$ cat config.mk
export PLATFORM = sky130hd
export DESIGN_NAME = port_expander_refresh_sequencer
export DESIGN_NICKNAME = d
export VERILOG_FILES = /design/src/pers_pkg.sv /design/src/port_expander_refresh_sequencer.sv
export SDC_FILE = /design/constraint.sdc
export NUM_CORES = 1
export LEC_CHECK = 0
export ABC_CLOCK_PERIOD_IN_PS = 4800
export BUFFER_PORTS_ARGS = -buffer_cell sky130_fd_sc_hd__buf_4
export CAP_MARGIN = 20
export CORE_MARGIN = 2
export CORE_UTILIZATION = 53
export CTS_BUF_LIST = sky130_fd_sc_hd__clkbuf_4
export DETAILED_ROUTE_END_ITERATION = 16
export GPL_TIMING_DRIVEN = 1
export PLACE_DENSITY = 0.84
export REMOVE_ABC_BUFFERS = 1
export SYNTH_ARGS = -nofsm -noshare
export SYNTH_HDL_FRONTEND = slang
export SYNTH_SLANG_ARGS = --single-unit
$ cat constraint.sdc
create_clock -name clk -period 4.8 [get_ports clk]
set_clock_uncertainty 0.1 [all_clocks]
set_input_delay 0.72 -clock clk [delete_from_list [all_inputs] [get_ports clk]]
set_output_delay 0.72 -clock clk [all_outputs]
set_load 0.03 [all_outputs]
$ cat src/pers_pkg.sv
// Package for the port expander refresh sequencer: payload structs, opcodes,
// sequencer step codes, expander command codes and register indexes.
// No dependencies.
package pers_pkg;

  localparam int CfgAddrW = 4;
  localparam int CfgDataW = 32;

  // register indexes on the configuration port
  localparam logic [1:0] REG_DEVICE_ADDRESS    = 2'd0;
  localparam logic [1:0] REG_DEFAULT_DIRECTION = 2'd1;
  localparam logic [1:0] REG_DEFAULT_POLARITY  = 2'd2;
  localparam logic [1:0] REG_DEFAULT_OUTPUT    = 2'd3;

  localparam logic [7:0]  RST_DEVICE_ADDRESS    = 8'h40;
  localparam logic [15:0] RST_DEFAULT_DIRECTION = 16'b1111111110011111;
  localparam logic [15:0] RST_DEFAULT_POLARITY  = 16'b0000000000000000;
  localparam logic [15:0] RST_DEFAULT_OUTPUT    = 16'b0000000001000000;

  // item opcodes
  localparam logic [1:0] OP_TICK       = 2'd0;
  localparam logic [1:0] OP_HOST_WRITE = 2'd1;
  localparam logic [1:0] OP_HOST_READ  = 2'd2;
  localparam logic [1:0] OP_NONE       = 2'd3;

  // sequencer steps
  localparam int PhaseW = 3;
  localparam logic [PhaseW-1:0] PH_INIT  = 3'd0;
  localparam logic [PhaseW-1:0] PH_WDIR  = 3'd1;
  localparam logic [PhaseW-1:0] PH_WPOL  = 3'd2;
  localparam logic [PhaseW-1:0] PH_WOUT  = 3'd3;
  localparam logic [PhaseW-1:0] PH_RADDR = 3'd4;
  localparam logic [PhaseW-1:0] PH_RDATA = 3'd5;

  // shadow select, taken from bits 2..1 of the command code
  localparam logic [1:0] SEL_INPUT     = 2'd0;
  localparam logic [1:0] SEL_OUTPUT    = 2'd1;
  localparam logic [1:0] SEL_POLARITY  = 2'd2;
  localparam logic [1:0] SEL_DIRECTION = 2'd3;

  // expander register commands
  localparam logic [2:0] CMD_INPUT     = 3'd0;
  localparam logic [2:0] CMD_OUTPUT    = 3'd2;
  localparam logic [2:0] CMD_POLARITY  = 3'd4;
  localparam logic [2:0] CMD_DIRECTION = 3'd6;

  localparam logic [2:0] TX_COUNT_WRITE = 3'd4;
  localparam logic [2:0] TX_COUNT_RADDR = 3'd2;
  localparam logic [1:0] RX_COUNT_INPUT = 2'd2;

  // change / sent mark bit positions
  localparam int MARK_DIR = 0;
  localparam int MARK_POL = 1;
  localparam int MARK_OUT = 2;
  localparam logic [2:0] MARKS_ALL = 3'b111;

  typedef struct packed {
    logic [1:0]  opcode;
    logic        bus_busy;
    logic [15:0] received_word;
    logic [2:0]  reg_select;
    logic [15:0] write_word;
  } pers_in_t;

  typedef struct packed {
    logic        start_transfer;
    logic        bus_init;
    logic [2:0]  tx_count;
    logic [1:0]  rx_count;
    logic [7:0]  tx_address_byte;
    logic [2:0]  tx_command;
    logic [15:0] tx_word;
    logic        slot_taken;
    logic [15:0] read_word;
  } pers_out_t;

endpackage

$ cat src/port_expander_refresh_sequencer.sv
// Port expander refresh sequencer: top level with configuration registers,
// shadow state, sequencer and output register with skid stage.
// Depends on pers_pkg.
//
// Usage: items arrive on the in_ channel (valid/stall). Each item is a
// sequencer tick, a host shadow write, a host shadow read or no operation, and gives
// exactly one result on the out_ channel. A tick may ask the bus master to
// initialise or to start a transfer (address, command, data word, byte
// counts); a host read returns the selected shadow in read_word.
// A result is registered in the output register, or in the skid stage
// while out_stall holds it. Throughput is one item per cycle while in_stall
// is low; the decision is a few flag tests and one 16-bit select between
// the state registers. An output register and a one-entry skid stage part
// the channels, so an item is still taken while one result waits; in_stall
// is high while the skid stage holds a result, which only happens after
// out_stall held the output register. Results are never dropped.
// Reset (rst_n low, synchronous) empties both stages, puts the sequencer in
// the initialise step, clears shadows and marks, and loads the configuration
// registers with their defaults. The user must write configuration over the
// APB-style port while the block is idle (unenforced); pready is always high.
module port_expander_refresh_sequencer (
  input  logic                           clk,
  input  logic                           rst_n,
  input  logic                           in_valid,
  output logic                           in_stall,
  input  pers_pkg::pers_in_t             in_data,
  output logic                           out_valid,
  input  logic                           out_stall,
  output pers_pkg::pers_out_t            out_data,
  input  logic                           psel,
  input  logic                           penable,
  input  logic                           pwrite,
  input  logic [pers_pkg::CfgAddrW-1:0]  paddr,
  input  logic [pers_pkg::CfgDataW-1:0]  pwdata,
  output logic [pers_pkg::CfgDataW-1:0]  prdata,
  output logic                           pready
);

  // configuration registers
  logic [7:0]  device_address_r;
  logic [15:0] default_direction_r;
  logic [15:0] default_polarity_r;
  logic [15:0] default_output_r;
  logic        cfg_write;
  logic [1:0]  cfg_index;

  // shadow state
  logic [pers_pkg::PhaseW-1:0] phase_r, phase_nxt;
  logic [15:0] direction_shadow_r, direction_shadow_nxt;
  logic [15:0] polarity_shadow_r, polarity_shadow_nxt;
  logic [15:0] output_shadow_r, output_shadow_nxt;
  logic [15:0] input_shadow_r, input_shadow_nxt;
  logic [2:0]  changed_r, changed_nxt;
  logic [2:0]  sent_r, sent_nxt;
  logic        reinit_r, reinit_nxt;
  logic        loaded_r, loaded_nxt;

  // output register and skid stage
  logic                out_vld_r, skid_vld_r;
  pers_pkg::pers_out_t out_r, skid_r;
  pers_pkg::pers_out_t res;

  logic in_acc;
  logic out_fire;
  logic out_load;

  assign pready    = 1'b1;
  assign cfg_write = psel & penable & pwrite & pready;
  assign cfg_index = paddr[3:2];

  always_ff @(posedge clk) begin
    if (!rst_n) begin
      device_address_r    <= pers_pkg::RST_DEVICE_ADDRESS;
      default_direction_r <= pers_pkg::RST_DEFAULT_DIRECTION;
      default_polarity_r  <= pers_pkg::RST_DEFAULT_POLARITY;
      default_output_r    <= pers_pkg::RST_DEFAULT_OUTPUT;
    end else if (cfg_write) begin
      unique case (cfg_index)
        pers_pkg::REG_DEVICE_ADDRESS:    device_address_r    <= pwdata[7:0];
        pers_pkg::REG_DEFAULT_DIRECTION: default_direction_r <= pwdata[15:0];
        pers_pkg::REG_DEFAULT_POLARITY:  default_polarity_r  <= pwdata[15:0];
        pers_pkg::REG_DEFAULT_OUTPUT:    default_output_r    <= pwdata[15:0];
        default: ;
      endcase
    end
  end

  always_comb begin
    unique case (cfg_index)
      pers_pkg::REG_DEVICE_ADDRESS:    prdata = {24'd0, device_address_r};
      pers_pkg::REG_DEFAULT_DIRECTION: prdata = {16'd0, default_direction_r};
      pers_pkg::REG_DEFAULT_POLARITY:  prdata = {16'd0, default_polarity_r};
      pers_pkg::REG_DEFAULT_OUTPUT:    prdata = {16'd0, default_output_r};
      default:                         prdata = '0;
    endcase
  end

  // handshakes
  assign in_stall  = skid_vld_r;
  assign in_acc    = in_valid & ~in_stall;
  assign out_fire  = out_vld_r & ~out_stall;
  assign out_load  = ~out_vld_r | out_fire;
  assign out_valid = out_vld_r;
  assign out_data  = out_r;

  // item decision: result and next state
  always_comb begin
    phase_nxt            = phase_r;
    direction_shadow_nxt = direction_shadow_r;
    polarity_shadow_nxt  = polarity_shadow_r;
    output_shadow_nxt    = output_shadow_r;
    input_shadow_nxt     = input_shadow_r;
    changed_nxt          = changed_r;
    sent_nxt             = sent_r;
    reinit_nxt           = reinit_r;
    loaded_nxt           = loaded_r;
    res                  = '0;

    unique case (in_data.opcode)
      pers_pkg::OP_TICK: begin
        unique case (phase_r)
          pers_pkg::PH_INIT: begin
            if (!loaded_r) begin
              direction_shadow_nxt = default_direction_r;
              polarity_shadow_nxt  = default_polarity_r;
              output_shadow_nxt    = default_output_r;
              input_shadow_nxt     = '0;
              loaded_nxt           = 1'b1;
            end
            changed_nxt    = pers_pkg::MARKS_ALL;
            sent_nxt       = '0;
            reinit_nxt     = 1'b0;
            phase_nxt      = pers_pkg::PH_WDIR;
            res.bus_init   = 1'b1;
            res.slot_taken = 1'b1;
          end
          pers_pkg::PH_WDIR: begin
            if (changed_r[pers_pkg::MARK_DIR] && !in_data.bus_busy) begin
              res.start_transfer  = 1'b1;
              res.tx_count        = pers_pkg::TX_COUNT_WRITE;
              res.tx_address_byte = device_address_r;
              res.tx_command      = pers_pkg::CMD_DIRECTION;
              res.tx_word         = direction_shadow_r;
              res.slot_taken      = 1'b1;
              sent_nxt[pers_pkg::MARK_DIR] = 1'b1;
              phase_nxt = pers_pkg::PH_WPOL;
            end
          end
          pers_pkg::PH_WPOL: begin
            if (!in_data.bus_busy) begin
              // retire the direction write
              if (sent_r[pers_pkg::MARK_DIR]) begin
                changed_nxt[pers_pkg::MARK_DIR] = 1'b0;
                sent_nxt[pers_pkg::MARK_DIR]    = 1'b0;
              end
              if (changed_r[pers_pkg::MARK_POL]) begin
                res.start_transfer  = 1'b1;
                res.tx_count        = pers_pkg::TX_COUNT_WRITE;
                res.tx_address_byte = device_address_r;
                res.tx_command      = pers_pkg::CMD_POLARITY;
                res.tx_word         = polarity_shadow_r;
                res.slot_taken      = 1'b1;
                sent_nxt[pers_pkg::MARK_POL] = 1'b1;
              end
              phase_nxt = pers_pkg::PH_WOUT;
            end
          end
          pers_pkg::PH_WOUT: begin
            if (!in_data.bus_busy) begin
              if (sent_r[pers_pkg::MARK_POL]) begin
                changed_nxt[pers_pkg::MARK_POL] = 1'b0;
                sent_nxt[pers_pkg::MARK_POL]    = 1'b0;
              end
              if (changed_r[pers_pkg::MARK_OUT]) begin
                res.start_transfer  = 1'b1;
                res.tx_count        = pers_pkg::TX_COUNT_WRITE;
                res.tx_address_byte = device_address_r;
                res.tx_command      = pers_pkg::CMD_OUTPUT;
                res.tx_word         = output_shadow_r;
                res.slot_taken      = 1'b1;
                sent_nxt[pers_pkg::MARK_OUT] = 1'b1;
              end
              phase_nxt = pers_pkg::PH_RADDR;
            end
          end
          pers_pkg::PH_RADDR: begin
            if (!in_data.bus_busy) begin
              if (sent_r[pers_pkg::MARK_OUT]) begin
                changed_nxt[pers_pkg::MARK_OUT] = 1'b0;
                sent_nxt[pers_pkg::MARK_OUT]    = 1'b0;
              end
              res.start_transfer  = 1'b1;
              res.tx_count        = pers_pkg::TX_COUNT_RADDR;
              res.rx_count        = pers_pkg::RX_COUNT_INPUT;
              res.tx_address_byte = device_address_r;
              res.tx_command      = pers_pkg::CMD_INPUT;
              res.slot_taken      = 1'b1;
              phase_nxt = pers_pkg::PH_RDATA;
            end
          end
          pers_pkg::PH_RDATA: begin
            if (!in_data.bus_busy) begin
              input_shadow_nxt = in_data.received_word;
              phase_nxt      = reinit_r ? pers_pkg::PH_INIT : pers_pkg::PH_WOUT;
              res.slot_taken = 1'b1;
            end
          end
          default: phase_nxt = pers_pkg::PH_INIT;
        endcase
      end
      pers_pkg::OP_HOST_WRITE: begin
        unique case (in_data.reg_select[2:1])
          pers_pkg::SEL_INPUT: begin
            input_shadow_nxt = in_data.write_word;
            reinit_nxt       = 1'b0;
          end
          pers_pkg::SEL_OUTPUT: begin
            // a new output value is always written on the next pass
            output_shadow_nxt            = in_data.write_word;
            changed_nxt[pers_pkg::MARK_OUT] = 1'b1;
            sent_nxt[pers_pkg::MARK_OUT]    = 1'b0;
            reinit_nxt                   = 1'b0;
          end
          pers_pkg::SEL_POLARITY: begin
            polarity_shadow_nxt = in_data.write_word;
            reinit_nxt          = 1'b1;
          end
          pers_pkg::SEL_DIRECTION: begin
            direction_shadow_nxt = in_data.write_word;
            reinit_nxt           = 1'b1;
          end
          default: ;
        endcase
      end
      pers_pkg::OP_HOST_READ: begin
        unique case (in_data.reg_select[2:1])
          pers_pkg::SEL_INPUT:     res.read_word = input_shadow_r;
          pers_pkg::SEL_OUTPUT:    res.read_word = output_shadow_r;
          pers_pkg::SEL_POLARITY:  res.read_word = polarity_shadow_r;
          pers_pkg::SEL_DIRECTION: res.read_word = direction_shadow_r;
          default:                 res.read_word = '0;
        endcase
      end
      pers_pkg::OP_NONE: ;
      default: ;
    endcase
  end

  // state registers
  always_ff @(posedge clk) begin
    if (!rst_n) begin
      phase_r            <= pers_pkg::PH_INIT;
      direction_shadow_r <= '0;
      polarity_shadow_r  <= '0;
      output_shadow_r    <= '0;
      input_shadow_r     <= '0;
      changed_r          <= '0;
      sent_r             <= '0;
      reinit_r           <= 1'b0;
      loaded_r           <= 1'b0;
    end else if (in_acc) begin
      phase_r            <= phase_nxt;
      direction_shadow_r <= direction_shadow_nxt;
      polarity_shadow_r  <= polarity_shadow_nxt;
      output_shadow_r    <= output_shadow_nxt;
      input_shadow_r     <= input_shadow_nxt;
      changed_r          <= changed_nxt;
      sent_r             <= sent_nxt;
      reinit_r           <= reinit_nxt;
      loaded_r           <= loaded_nxt;
    end
  end

  // output register and skid stage control
  always_ff @(posedge clk) begin
    if (!rst_n) begin
      out_vld_r  <= 1'b0;
      skid_vld_r <= 1'b0;
    end else if (out_load) begin
      if (skid_vld_r) begin
        out_vld_r  <= 1'b1;
        skid_vld_r <= 1'b0;
      end else begin
        out_vld_r <= in_acc;
      end
    end else if (in_acc) begin
      skid_vld_r <= 1'b1;
    end
  end

  // payload, no reset
  always_ff @(posedge clk) begin
    if (out_load) begin
      if (skid_vld_r) begin
        out_r <= skid_r;
      end else if (in_acc) begin
        out_r <= res;
      end
    end else if (in_acc) begin
      skid_r <= res;
    end
  end

  // a result only waits in the skid stage behind a held output
  a_skid_behind_out: assert property (@(posedge clk) disable iff (!rst_n)
    skid_vld_r |-> out_vld_r)
    else $error("skid stage holds a result with the output register empty");

  // a transfer is only marked sent while its write is still pending
  a_sent_within_changed: assert property (@(posedge clk) disable iff (!rst_n)
    (sent_r & ~changed_r) == 3'b000)
    else $error("sent mark set without its change mark");

  // an initialise tick always leads to the direction step with all marks set
  a_init_tick: assert property (@(posedge clk) disable iff (!rst_n)
    (in_acc && in_data.opcode == pers_pkg::OP_TICK && phase_r == pers_pkg::PH_INIT)
    |=> (phase_r == pers_pkg::PH_WDIR && changed_r == pers_pkg::MARKS_ALL
         && sent_r == 3'b000 && loaded_r))
    else $error("initialise step did not set up the write pass");

  // the sequencer never settles in an unused step code
  a_phase_range: assert property (@(posedge clk) disable iff (!rst_n)
    in_acc |=> phase_r <= pers_pkg::PH_RDATA)
    else $error("sequencer left in an unused step");

endmodule
==> metrics.yaml <==
sta:
  finalWorstPathRequiredPeriod_ns: 2.96
  timing.final.max_slew_violations: 0
  hold_viol_final: 0
  fin_hold_ws_ns: 0.191
  worst_margin_slew_ns: 1.09
  timing.fmax_mhz: 338
  setup-tns-final_ns: 0
  final.period_utilization: 0.616
  grt_setup_unrepaired: "no"
  finalSetupViolations: 0
  worst_slew_margin_rel: 0.275
clock_network:
  cts_hold_buffers: 0
  cts_root_buf: "sky130_fd_sc_hd__clkbuf_4"
  cts.sinks: 229
  clock_pin_slew_on_the_worst_setup_and_hold_paths_ns: 0.07
  clockBufferDepth: 3
  cts_resized: 0
  clkLatencyLatePin_ns: 0.67
  tritoncts: "built"
  htree_levels: 2
  postCtsSetupBuffers: 0
  cts_buffers: 52
yosys:
  synth-edff-count: 96
  avgSynthCellArea_um2: 10.9
  ys_types: 65
  synth.ff_latch_count: 229
  netlist_top_cells_count: "133 x sky130_fd_sc_hd__dfxtp_1, 109 x sky130_fd_sc_hd__nor2_1, 96 x sky130_fd_sc_hd__edfxtp_1"
  synth_seq_area_share: 0.509
  synthesis.yosys.warnings: 0
  synth_most_common_cell: "sky130_fd_sc_hd__dfxtp_1"
  netlist_instances: 1004
  synth_top_cell_area_share: 0.264
  synth_async_sr_flop_share: 0
  most_area_consuming_cells_after_synthesis: "sky130_fd_sc_hd__edfxtp_1 26%, sky130_fd_sc_hd__dfxtp_1 24%, sky130_fd_sc_hd__a211oi_2 6.4%, sky130_fd_sc_hd__mux4_2 5.0%, sky130_fd_sc_hd__mux2_2 4.3%"
  postSynth.topFlopCell: "sky130_fd_sc_hd__dfxtp_1"
  summed_instance_area_of_the_synthesized_netlist_mm2: 0.0109
  synth.largest_area_cell: "sky130_fd_sc_hd__edfxtp_1"
power:
  seq_power_share: 0.513
  comb_power_share: 0.129
  power_leakage_nw: 4.68
  clock_power_share: 0.357
  power.density_cell_area_mw_per_mm2: 338
  internal_power_mw: 3.07
  worst_ir_drop_vdd_v: 0.000168
  p_sw_mw: 1.16
  power.share.switching: 0.275
setup_path:
  critPathMaxStageDelay_ns: 0.67
  critical_path.endpoint: "prdata[9]"
  ordered_list_of_cells_on_the_worst_path: "buf_4 -> nor2b_1 -> a22o_1 -> buf_4"
  timing.critical_path.from_type: "input port"
  timing.critical_path.required_ns: 3.98
  timing.critical_path.arrival_ns: 2.14
  critical_path.reg2reg.startpoint: "phase_r[2]$_SDFFE_PN0P_"
  timing.critical_path.slowest_stage_cell: "sky130_fd_sc_hd__nor2b_1"
  timing.critical_path.depth: 4
  critical-path-top-delay-family: "simple AND/OR/NAND/NOR gates"
  critical_path.endpoint_type: "output pin"
  criticalPathCategory: "input port to output pin"
  worst-path-max-fanout: 21
  critical-path-top-cell-by-count: "sky130_fd_sc_hd__buf_4"
  reg2reg_path_depth: 5
  cp_num_buf_inv: 2
  setup.reg_to_reg.worst_slack_ns: 2.08
  timing.critical_path.from: "paddr[2]"
  worst_r2r_endpoint: "input_shadow_r[7]$_SDFFE_PN0P_"
floorplan:
  design.die.area_mm2: 0.0217
  initial_core_util: 0.539
  floorplan.core_area_mm2: 0.0202
  std_cell_rows: 52
  fp.dieW_um: 147
  chipHeight_um: 147
  design.portCount: 167
routing:
  via_per_inst: 5.90
  drt-pass1-iter-count: 5
  drc: 0
  detail-route-antenna-nets: 0
  dr_total_vias: 8421
  routed_length_per_placed_instance_um: 18.9
  drt_iter0_drc: 685
  wirelength_um: 27000
final_layout:
  ratio_of_cells_with_drive_above_1_in_the_final_layout: 0.311
  final_core_utilization: 0.619
  multiInputGateArea_mm2: 0.00485
  area.growth.synth_to_final_pct: 14.8
  seqCellArea_mm2: 0.00555
  total_of_fill_cells_in_the_finished_design: 1592
  number_of_nets_in_the_layout: 1193
hold_path:
  holdCritPathClass: "input port to flip-flop"
  startpoint_of_the_lowest_slack_hold_path: "pwdata[7]"
grt:
  grt_remaining_overflow: 0
  grt_pass1_wl_um: 42800
  grtUsageTotal: 0.247
  grt_antenna_before_repair: 1
  largest_net_degree_at_the_start_of_global_routing: 82
  grt_pass1_vias: 8104
run:
  max-cap-violations: 0
place:
  dp_hpwl_um: 17800
  placement.io_buffers: 127
  gpl.final_weighted_congestion: 0.905
outcome:
  result_of_the_run: "finished clean"
[tightest hold or removal path, stage by stage]
cell,delay [ns]
sky130_fd_sc_hd__buf_4,0.10
sky130_fd_sc_hd__nand2_1,0.05
sky130_fd_sc_hd__nand3_1,0.06
[metal layers]
layer	part of all wire	global-route usage	vias up
li1	-	-	3907
met5	0	0	-
met3	0.086	0.0552	75
met1	0.42	0.338	3995
met2	0.46	0.385	444
met4	0.031	0.0971	0
[registers in the layout, indices dropped and copies added, names as in the netlist, 8 cells and up]
| signal | flops |
|---|---|
| skid_r | 48 |
| default_direction_r | 16 |
| default_polarity_r | 16 |
| direction_shadow_r | 16 |
| device_address_r | 8 |
| output_shadow_r | 16 |
| input_shadow_r | 16 |
| out_data | 48 |
| polarity_shadow_r | 16 |
| default_output_r | 16 |
[per-stage QoR]
step                      worst slack, ns  power (mW)  instance area, µm²  instances
after floorplan                    -0.203        2.55               10400        915
after global placement               1.87        2.74               11800       1327
after detailed placement             1.85        2.75               11800       1327
after CTS                            1.85        4.24               12500       1425
after global routing                 1.78        4.39               12500       1427
final                                1.84        4.23               12500       1427
[area by class of cell]
type                       count  share of cell area
tap                          270              0.0270
sequential                   229               0.443
antenna                        1            0.000200
clock buffer                  71              0.0426
clock inverter                27              0.0109
inverter                      10             0.00320
multi-input combinational    676               0.387
timing repair buffer         143              0.0861
[how the worst min path moves through the flow]
stage	cells past startpoint	to
final	3	default_direction_r[7]$_SDFFE_PN1P_
after detailed placement	2	sent_r[2]$_SDFFE_PN0P_
after global placement	2	sent_r[2]$_SDFFE_PN0P_
after global routing	3	default_direction_r[3]$_SDFFE_PN1P_
after CTS	3	default_direction_r[7]$_SDFFE_PN1P_
after floorplan	2	sent_r[2]$_SDFFE_PN0P_
[cells in the final DEF, fill, tap and decap left out, types with 27 or more instances in the layout]
master / count
sky130_fd_sc_hd__clkbuf_4: 71
sky130_fd_sc_hd__nand3_1: 68
sky130_fd_sc_hd__a21oi_1: 72
sky130_fd_sc_hd__buf_4: 142
sky130_fd_sc_hd__and2_1: 27
sky130_fd_sc_hd__mux2i_1: 34
sky130_fd_sc_hd__edfxtp_1: 96
sky130_fd_sc_hd__nor2_1: 109
sky130_fd_sc_hd__a31oi_1: 33
sky130_fd_sc_hd__mux2_2: 42
sky130_fd_sc_hd__dfxtp_1: 133
sky130_fd_sc_hd__nand2_1: 80
sky130_fd_sc_hd__a211oi_2: 56
[cells by family after synthesis]
group | synth area share
AO/OA/AOI/OAI | 0.161
buffers and inverters | 0.0552
flip-flops | 0.509
multiplexers | 0.124
other | 0.000689
AND/OR/NAND/NOR | 0.151
[power groups by stage]
stage	clock, mW	sequential, mW	combinational [mW]
final	1.51	2.17	0.547
after global routing	1.63	2.18	0.584
after detailed placement	0	2.21	0.540
after floorplan	0	2.25	0.300
after global placement	0	2.21	0.528
after CTS	1.53	2.17	0.543
No activity file was read; power rests on OpenSTA's default activity.
